[src/mse_pkg.sv]
// Shared types, constants and the CORDIC angle table of the mode-sum evaluator.
package mse_pkg;

	localparam int MODES_DEF = 16;
	localparam int STEPS_DEF = 16;
	localparam int CFG_W     = 5;
	localparam int RESULT_W  = 52;
	localparam int CW_W      = 34;
	localparam logic signed [CW_W-1:0] CORDIC_GAIN = 34'sd652032875;
	localparam logic [0:0] ACT_LOAD = 1'b0;
	localparam logic [0:0] ACT_EVAL = 1'b1;

	typedef struct packed {
		logic [0:0]          action;
		logic [3:0]          mode_index;
		logic signed [15:0]  coupling_re;
		logic signed [15:0]  coupling_im;
		logic signed [31:0]  frequency;
		logic signed [31:0]  lag;
	} in_item_t;

	typedef struct packed {
		logic signed [RESULT_W-1:0] corr_re;
		logic signed [RESULT_W-1:0] corr_im;
	} out_item_t;

	typedef enum logic [2:0] {
		ST_IDLE, ST_READ, ST_PHASE, ST_INIT, ST_ITER, ST_ROUND, ST_ACC, ST_DONE
	} state_t;

	typedef struct packed {
		logic load;
		logic eval_start;
		logic phase;
		logic init;
		logic step;
		logic round;
		logic acc;
		logic out_load;
	} cmd_t;

	typedef struct packed {
		logic is_eval;
		logic none;
		logic last_mode;
		logic steps_done;
		logic out_free;
	} sts_t;

	// atan(2^-k) in units of 2^-32 turn
	function automatic logic [29:0] atan_turn(input logic [4:0] k);
		logic [29:0] a;
		unique case (k)
			5'd0:  a = 30'd536870912;
			5'd1:  a = 30'd316933406;
			5'd2:  a = 30'd167458907;
			5'd3:  a = 30'd85004756;
			5'd4:  a = 30'd42667331;
			5'd5:  a = 30'd21354465;
			5'd6:  a = 30'd10679838;
			5'd7:  a = 30'd5340245;
			5'd8:  a = 30'd2670163;
			5'd9:  a = 30'd1335087;
			5'd10: a = 30'd667544;
			5'd11: a = 30'd333772;
			5'd12: a = 30'd166886;
			5'd13: a = 30'd83443;
			5'd14: a = 30'd41722;
			5'd15: a = 30'd20861;
			5'd16: a = 30'd10430;
			5'd17: a = 30'd5215;
			5'd18: a = 30'd2608;
			5'd19: a = 30'd1304;
			5'd20: a = 30'd652;
			5'd21: a = 30'd326;
			5'd22: a = 30'd163;
			5'd23: a = 30'd81;
			5'd24: a = 30'd41;
			5'd25: a = 30'd20;
			5'd26: a = 30'd10;
			5'd27: a = 30'd5;
			5'd28: a = 30'd3;
			5'd29: a = 30'd1;
			5'd30: a = 30'd1;
			default: a = 30'd0;
		endcase
		return a;
	endfunction

endpackage

[src/mse_ctrl.sv]
// Sequencer for load and evaluate items of the mode-sum evaluator.
module mse_ctrl
	import mse_pkg::*;
(
	input  logic clk,
	input  logic arst_n,
	input  logic in_valid,
	output logic in_ready,
	input  sts_t sts,
	output cmd_t cmd
);
	state_t st_q, st_nxt;
	logic accept;

	assign accept = in_valid && (st_q == ST_IDLE);

	always_comb begin
		st_nxt = st_q;
		unique case (st_q)
			ST_IDLE: begin
				if (accept && sts.is_eval) begin
					st_nxt = sts.none ? ST_DONE : ST_READ;
				end
			end
			ST_READ:  st_nxt = ST_PHASE;
			ST_PHASE: st_nxt = ST_INIT;
			ST_INIT:  st_nxt = ST_ITER;
			ST_ITER: begin
				if (sts.steps_done) begin
					st_nxt = ST_ROUND;
				end
			end
			ST_ROUND: st_nxt = ST_ACC;
			ST_ACC:   st_nxt = sts.last_mode ? ST_DONE : ST_READ;
			ST_DONE: begin
				if (sts.out_free) begin
					st_nxt = ST_IDLE;
				end
			end
			default: st_nxt = ST_IDLE;
		endcase
	end

	always_comb begin
		cmd = '0;
		in_ready = 1'b0;
		unique case (st_q)
			ST_IDLE: begin
				in_ready = 1'b1;
				cmd.load = accept && !sts.is_eval;
				cmd.eval_start = accept && sts.is_eval;
			end
			ST_PHASE: cmd.phase = 1'b1;
			ST_INIT:  cmd.init = 1'b1;
			ST_ITER:  cmd.step = 1'b1;
			ST_ROUND: cmd.round = 1'b1;
			ST_ACC:   cmd.acc = 1'b1;
			ST_DONE:  cmd.out_load = sts.out_free;
			default: ;
		endcase
	end

	always_ff @(posedge clk or negedge arst_n) begin
		if (!arst_n) begin
			st_q <= ST_IDLE;
		end else begin
			st_q <= st_nxt;
		end
	end

	a_load_returns: assert property (@(posedge clk) disable iff (!arst_n)
		(accept && !sts.is_eval) |=> (st_q == ST_IDLE))
		else $error("load item did not finish in one cycle");
	a_iter_holds: assert property (@(posedge clk) disable iff (!arst_n)
		(st_q == ST_ITER && !sts.steps_done) |=> (st_q == ST_ITER))
		else $error("rotation left early");
	a_round_after_iter: assert property (@(posedge clk) disable iff (!arst_n)
		(st_q == ST_ROUND) |-> ($past(st_q) == ST_ITER))
		else $error("rounding without rotation");
endmodule

[config.mk]
export PLATFORM = sky130hd
export DESIGN_NAME = mse_ctrl
export DESIGN_NICKNAME = d
export VERILOG_FILES = /design/src/mse_pkg.sv /design/src/mse_ctrl.sv
export SDC_FILE = /design/constraint.sdc
export NUM_CORES = 1
export LEC_CHECK = 0
export ABC_CLOCK_PERIOD_IN_PS = 3150
export BUFFER_PORTS_ARGS = -buffer_cell sky130_fd_sc_hd__buf_2
export CORE_AREA = 2 2 39 41
export DETAILED_ROUTE_END_ITERATION = 8
export DIE_AREA = 0 0 41 43
export GPL_ROUTABILITY_DRIVEN = 0
export GPL_TIMING_DRIVEN = 1
export MAX_ROUTING_LAYER = met4
export SLEW_MARGIN = 10
export SYNTH_ARGS = -nofsm -noshare
export SYNTH_HDL_FRONTEND = slang
export SYNTH_SLANG_ARGS = --single-unit
export TNS_END_PERCENT = 30
[constraint.sdc]
create_clock -name clk -period 3.15 [get_ports clk]
set_input_delay 0.63 -clock clk [delete_from_list [all_inputs] [get_ports clk]]
set_output_delay 0.63 -clock clk [all_outputs]
set_load 0.005 [all_outputs]
## Word-level counts from Yosys, hierarchy flattened

Index checks and enable logic that the tools add are counted.

- Register bits: 3
- Input port bits: 8
- Output and inout port bits: 9
- Word-level logic and storage cells: 31

- Equality and inequality tests: 10
- Multiplexer cells: 14
- Reductions and logical operators: 6

Operator list:

| kind | number |
|---|---|
| $pmux W3 S8 | 1 |
| $mux W3 | 5 |
| $eq A3 B3 Y1 const B | 4 |
| $mux W1 | 7 |
| $eq A3 B2 Y1 const B | 2 |
| $ne A2 B2 Y1 const B | 2 |
| $eq A3 B1 Y1 const B | 1 |
| $logic_and A1 B1 Y1 | 3 |
| $logic_not A3 Y1 | 1 |
| $reduce_and A3 Y1 | 1 |
| $mux W2 | 1 |
| $ne A2 B1 Y1 const B | 1 |
| $logic_not A1 Y1 | 1 |

## Longest topological paths before layout

Gate-level depths: netlist of the first run.

- Depth in word-level cells: 5
- Depth in mapped cells: 4
- Mapped depth without buffers: 3

## Least setup slack after synthesis of the first run

No wires, ideal clock.

- Kind: register to output
- From: reg st_q[1]
- To: out cmd[6] (netlist bit)
- Arrival time: 1.040 ns
- Data required time: 2.520 ns
- Setup slack: 1.480 ns
- Stages on the path, launching flop included: 4
- Path buffers: 1
- Cell sequence: dfrtp_1 > buf_2 > nor3_1 > and3_1

RTL lines:

| element | line | source |
|---|---|---|
| start, declared | mse_ctrl.sv:12 | `state_t st_q, st_nxt;` |
| start signal, assigned | mse_ctrl.sv:67 | `st_q <= st_nxt;` |
| end, declared | mse_ctrl.sv:10 | `output cmd_t cmd` |

==> results of run 1 <==
==> logic make-up after synthesis <==
group / synth area share
simple gates: 0.386
compound gates: 0.233
buf+inv: 0.0953
flops: 0.286
==> Yosys cell counts, drive strengths merged <==
master	n
o31ai	1
nor3	3
o21ai	1
nand2b	1
a31o	1
and3b	1
or2b	1
nand4b	1
nand2	2
a211oi	1
dfrtp	3
and4	1
nand3	1
inv	2
a21oi	1
and3	3
or4b	1
nor2	1
a2111o	1
o31a	1
a21boi	1
buf	3
==> worst max path at each step <==
stage / start / end / depth (start not counted) / slack (ns)
2_1_floorplan: st_q[1] / cmd[6] / 3 / 1.48
3_5_place_dp: st_q[1] / cmd[6] / 3 / 1.44
3_3_place_gp: st_q[1] / cmd[6] / 3 / 1.48
5_1_grt: st_q[1] / cmd[7] / 4 / 1.02
4_1_cts: st_q[1] / cmd[6] / 3 / 1.17
6_report: st_q[1] / cmd[6] / 3 / 1.19
==> routing by layer <==
metal | global-route usage | part of all wire | up-vias
met2 | 0.0969 | 0.43 | 16
met1 | 0.123 | 0.45 | 122
met3 | 0.0157 | 0.085 | 2
li1 | - | - | 153
met4 | 0.0800 | 0.032 | 0
met5 | - | 0 | -
==> cells in the final DEF (no fill, tap or decap), drive strengths merged <==
cell type | Yosys | layout
a2111o | 1 | 1
a211oi | 1 | 1
a21boi | 1 | 1
a21oi | 1 | 1
a31o | 1 | 1
and3 | 3 | 3
and3b | 1 | 1
and4 | 1 | 1
buf | 3 | 16
clkbuf | 0 | 4
dfrtp | 3 | 3
inv | 2 | 2
nand2 | 2 | 2
nand2b | 1 | 1
nand3 | 1 | 1
nand4b | 1 | 1
nor2 | 1 | 1
nor3 | 3 | 3
o21ai | 1 | 1
o31a | 1 | 1
o31ai | 1 | 1
or2b | 1 | 1
or4b | 1 | 1
==> area by class of cell <==
type                            instances  area share
Tap cell                               16      0.0539
Sequential cell                         3       0.202
Timing Repair Buffer                   16       0.215
Multi-Input combinational cell         24       0.438
Clock buffer                            4      0.0707
Inverter                                2      0.0202
==> critical path, delay by kind of cell (launching register included) <==
family        cells  cell delay, ns
buf+inv           1            0.10
simple gates      2            0.51
flops             1            0.49
==> per-stage QoR <==
stage,hold slack (ns),area (um2)
6_report,0.179,372
5_1_grt,0.177,372
2_1_floorplan,0.334,263
3_3_place_gp,0.427,345
3_5_place_dp,0.428,345
4_1_cts,0.174,372
==> power breakdown <==
part | total, W | internal [W] | switching (W)
clock network | 0.0000690 | 0.0000476 | 0.0000215
logic | 0.000159 | 0.0000879 | 0.0000706
registers | 0.000110 | 0.0000600 | 0.0000498
==> metrics.yaml, run 1 <==
hold_class: "input pin to async pin"
syn_inst: 32
die_area_mm2: 0.00176
status: "finished, final reports clean"
reg2regPathDepth: 3
grt_pass1_vias: 256
routedWlPerCell_um: 9.22
largest_register: "st_q"
cts_resized: 0
grt_pass1_wl_um: 979
hpwl_um: 451
cp-start-kind: "flip-flop"
drc: 0
die_y_um: 43
multiInputGateArea_um2: 163
utilization: 0.269
first_pass_iters: 4
setup-tns-final_ns: 0
vias_per_cell: 4.51
diodes: 0
netlist_area_um2: 263
cp_max_fo: 13
clock-sinks: 3
fp.dieW_um: 41
dp.cells: 61
worstSetupEndpointType: "output pin"
synth_area_leaders: "dfrtp_1 29%, nor3_1 5.7%, and3_1 4.8%"
clk_latency_ns: 0.24
arrival_ns: 1.33
syn_to_final_growth_pct: 41.4
ant_nets: 0
finalNonFillerCells: 65
hold_buffers: 0
pre_cts_ws_ns: 1.44
syn_nets: 40
cts_setup_buffers: 0
worst_pin_slew_ns: 0.332
yosysTopAreaCell: "dfrtp_1"
maxSlewViolCount: 0
finalHoldViolations: 0
io_buffers: 16
r2r-start: "st_q[1]"
largest_registers: "st_q x3"
core-area_mm2: 0.00138
finClkSkew_ns: 0.000610
slowest_stage: "dfrtp_1"
yosysSeqAreaShare: 0.286
totalWireLength_um: 599
required_ns: 2.52
antenna_found_initial: 0
ys_ff_latch: 3
synth_top_area_frac: 0.286
cts_tree: "done"
htree_levels: 1
avgSynthCellArea_um2: 8.21
ir_drop_v: 0.000215
start_util: 0.190
cts_root_buf: "clkbuf_4"
io-pin-count: 17
ys_warn_count: 0
drive_above_1_share: 0.408
fin_ws_ns: 1.19
path_clk_slew_ns: 0.04
relSlewSlack: 0.778
ctsLongestPathBuffers: 2
num_rows: 14
register_area_um2: 75.1
min_period_ns: 1.96
p_per_area_mw_per_mm2: 908
r2r-end: "st_q[0]"
grt_max_degree: 14
overflow: 0
worstSetupPathType: "flip-flop to output pin"
rsz0062_at_grt: "no"
synth_cell_type_count: 24
cpPeakStageDelay_ns: 0.49
fmax_ghz: 0.510
fin_nets: 58
drt_iter0_drc: 5
grt_usage: 0.0867
cts_buffers: 3
finalPower_w: 0.000337
fillers: 163
p_leak_nw: 0.205
path_cells: "nor3_1 -> and3_1 -> buf_2"
maxCapViolations: 0
setup_viol: 0
largest_register_ffs: 3
r2r_slack_ns: 1.75
via_count: 293
fin_crit_sh: 0.623
Power figures use the tool's default switching activity.
==> run 2: changes to the inputs <==
- ABC_CLOCK_PERIOD_IN_PS: 3150 -> 2000
- clock period: 3.15 -> 2 ns (I/O delays scaled with it)
==> run 2 against run 1 <==
Effect of this change:
- combinational power rose by 58%
- global-route usage up 0.10 points
- clock skew stayed put
- register-to-register slack got worse by 1.2 ns
- die area unchanged
- non-clock buffer count is 1 higher
- largest cell class unchanged
==> metrics.yaml, run 2 (same netlist as run 1, synthesis figures left out) <==
mostFrequentLayoutCell: "buf_2"
critical-path-top-delay-family: "simple AND/OR/NAND/NOR gates"
worstSetupEndpointType: "output pin"
die_area_mm2: 0.00176  # unchanged
largest_register_ffs: 3  # unchanged
p_comb_frac: 0.471  # about the same
first_pass_iters: 4  # unchanged
io_buffers: 16  # unchanged
register_area_um2: 75.1  # unchanged
via_count: 297  # +1.4%
num_rows: 14  # unchanged
cp-start-kind: "flip-flop"
drt_iter0_drc: 5  # unchanged
r2r-start: "st_q[1]"
ctsLongestPathBuffers: 2  # unchanged
routedWlPerCell_um: 9.12  # -1.0%
finClkSkew_ns: 0.000610  # unchanged
hold_slack_ns: 0.485  # +0.306 ns
finalHoldViolations: 0  # unchanged
hpwl_um: 450  # -0.11%
drive_above_1_share: 0.400  # -0.00816
critPathLaunch: "st_q[1]"
antenna_found_initial: 0  # unchanged
p_int_w: 0.000309  # +58%
htree_levels: 1  # unchanged
overflow: 0  # unchanged
fp.dieW_um: 41  # unchanged
clock-sinks: 3  # unchanged
setup-tns-final_ns: 0  # unchanged
fillers: 168  # +3.1%
start_util: 0.190  # unchanged
grt_pass1_vias: 262  # +2.3%
seqPwrFrac: 0.325  # about the same
grt_usage: 0.0877  # +0.00103
cpPeakStageDelay_ns: 0.49  # about the same
largest_registers: "st_q x3"
ir_drop_v: 0.000332  # +54%
setup_viol: 0  # unchanged
largest_register: "st_q"
syn_to_final_growth_pct: 45.2
layout_common_cells: "16 x buf_2, 3 x nor3_1, 3 x clkbuf_4, 3 x dfrtp_1"
fmax_ghz: 0.578
required_ns: 1.60  # -0.92 ns
io-pin-count: 17  # unchanged
pwr-share-clk: 0.204  # about the same
worst_pin_slew_ns: 0.333  # +0.0000917 ns
totalWireLength_um: 602  # +0.50%
cp.depth: 3  # unchanged
min_period_ns: 1.73
p_switching_w: 0.000224  # +58%
maxSlewViolCount: 0  # unchanged
fin_nets: 59  # +1.7%
path_clk_slew_ns: 0.04  # about the same
diodes: 0  # unchanged
ant_nets: 0  # unchanged
grt_max_degree: 14  # unchanged
cts_root_buf: "clkbuf_4"
maxCapViolations: 0  # unchanged
p_leak_nw: 0.210  # +2.0%
crit_buf_inv: 1  # unchanged
cts_buffers: 3  # unchanged
fin_crit_sh: 0.866
vias_per_cell: 4.50  # -0.17%
cp_max_fo: 13  # unchanged
arrival_ns: 1.33  # about the same
p_per_area_mw_per_mm2: 1400  # +54%
rsz0062_at_grt: "no"
worstSetupPathType: "flip-flop to output pin"
drc: 0  # unchanged
hold_class: "input pin to async pin"
die_y_um: 43  # unchanged
cts_setup_buffers: 0  # unchanged
slowest_stage: "dfrtp_1"
path_cells: "nor3_1 -> and3_1 -> buf_2"
cts_tree: "done"
grt_pass1_wl_um: 993  # +1.4%
reg2regPathDepth: 3  # unchanged
status: "finished, final reports clean"
multiInputGateArea_um2: 163  # unchanged
clk_latency_ns: 0.24  # about the same
swShare: 0.420  # -0.000712
relSlewSlack: 0.778  # about the same
core-area_mm2: 0.00138  # unchanged
==> run 2: path summary, 6_finish.rpt <==
path	slack, ns	to
setup / recovery	0.27	cmd[6]
hold / removal	0.49	st_q[1]
setup reg to reg	0.60	st_q[0]
hold reg to reg	0.69	st_q[0]
max in group asynchronous	1.41	st_q[2]
min in group clk	0.53	st_q[1]
==> run 2: per-stage QoR <==
step / total power, W / worst slack [ns] / instances / instance area [um2] / util
2_1_floorplan: 0.000359 / 0.560 / 32 / 263 / -
6_report: 0.000533 / 0.269 / 66 / 382 / 0.276
3_3_place_gp: 0.000425 / 0.560 / 61 / 345 / 0.250
5_1_grt: 0.000596 / 0.0972 / 66 / 382 / 0.276
4_1_cts: 0.000542 / 0.260 / 66 / 382 / 0.276
3_5_place_dp: 0.000426 / 0.522 / 61 / 345 / 0.250
==> run 2: final cells by class <==
cell class | instances | share of cell area
repair buffers | 17 | 0.236
well taps | 16 | 0.0525
clock buffers | 4 | 0.0689
flip-flops and latches | 3 | 0.197
multi-input cells | 24 | 0.426
inverters | 2 | 0.0197
==> run 2: worst reg2reg max path, delay by kind of cell, from the launching register on <==
kind             cells  cell delay (ns)
AND/OR/NAND/NOR      2             0.69
flip-flops           1             0.49
AO/OA/AOI/OAI        1             0.09
==> run 2: power groups by stage <==
stage	Sequential, W	Clock, W	Combinational, W
6_report	0.000173	0.000109	0.000251
5_1_grt	0.000191	0.000117	0.000289
4_1_cts	0.000173	0.000113	0.000255
3_5_place_dp	0.000174	0	0.000252
3_3_place_gp	0.000171	0	0.000254
2_1_floorplan	0.000107	0	0.000252
==> run 2: metal layers <==
metal,vias to the layer above,share of wire,wire [um],track usage
met5,-,0,0,-
met1,124,0.45,269,0.123
li1,155,-,-,-
met4,0,0.032,19,0.0800
met2,16,0.43,258,0.100
met3,2,0.090,54,0.0157
==> run 2: repair_timing <==
| item | 4_1_cts | 5_1_grt |
|---|---|---|
| endpoints found under the hold margin | 3 | 0 |
| resized for setup | 0 | 0 |
| hold buffers | 1 | 0 |
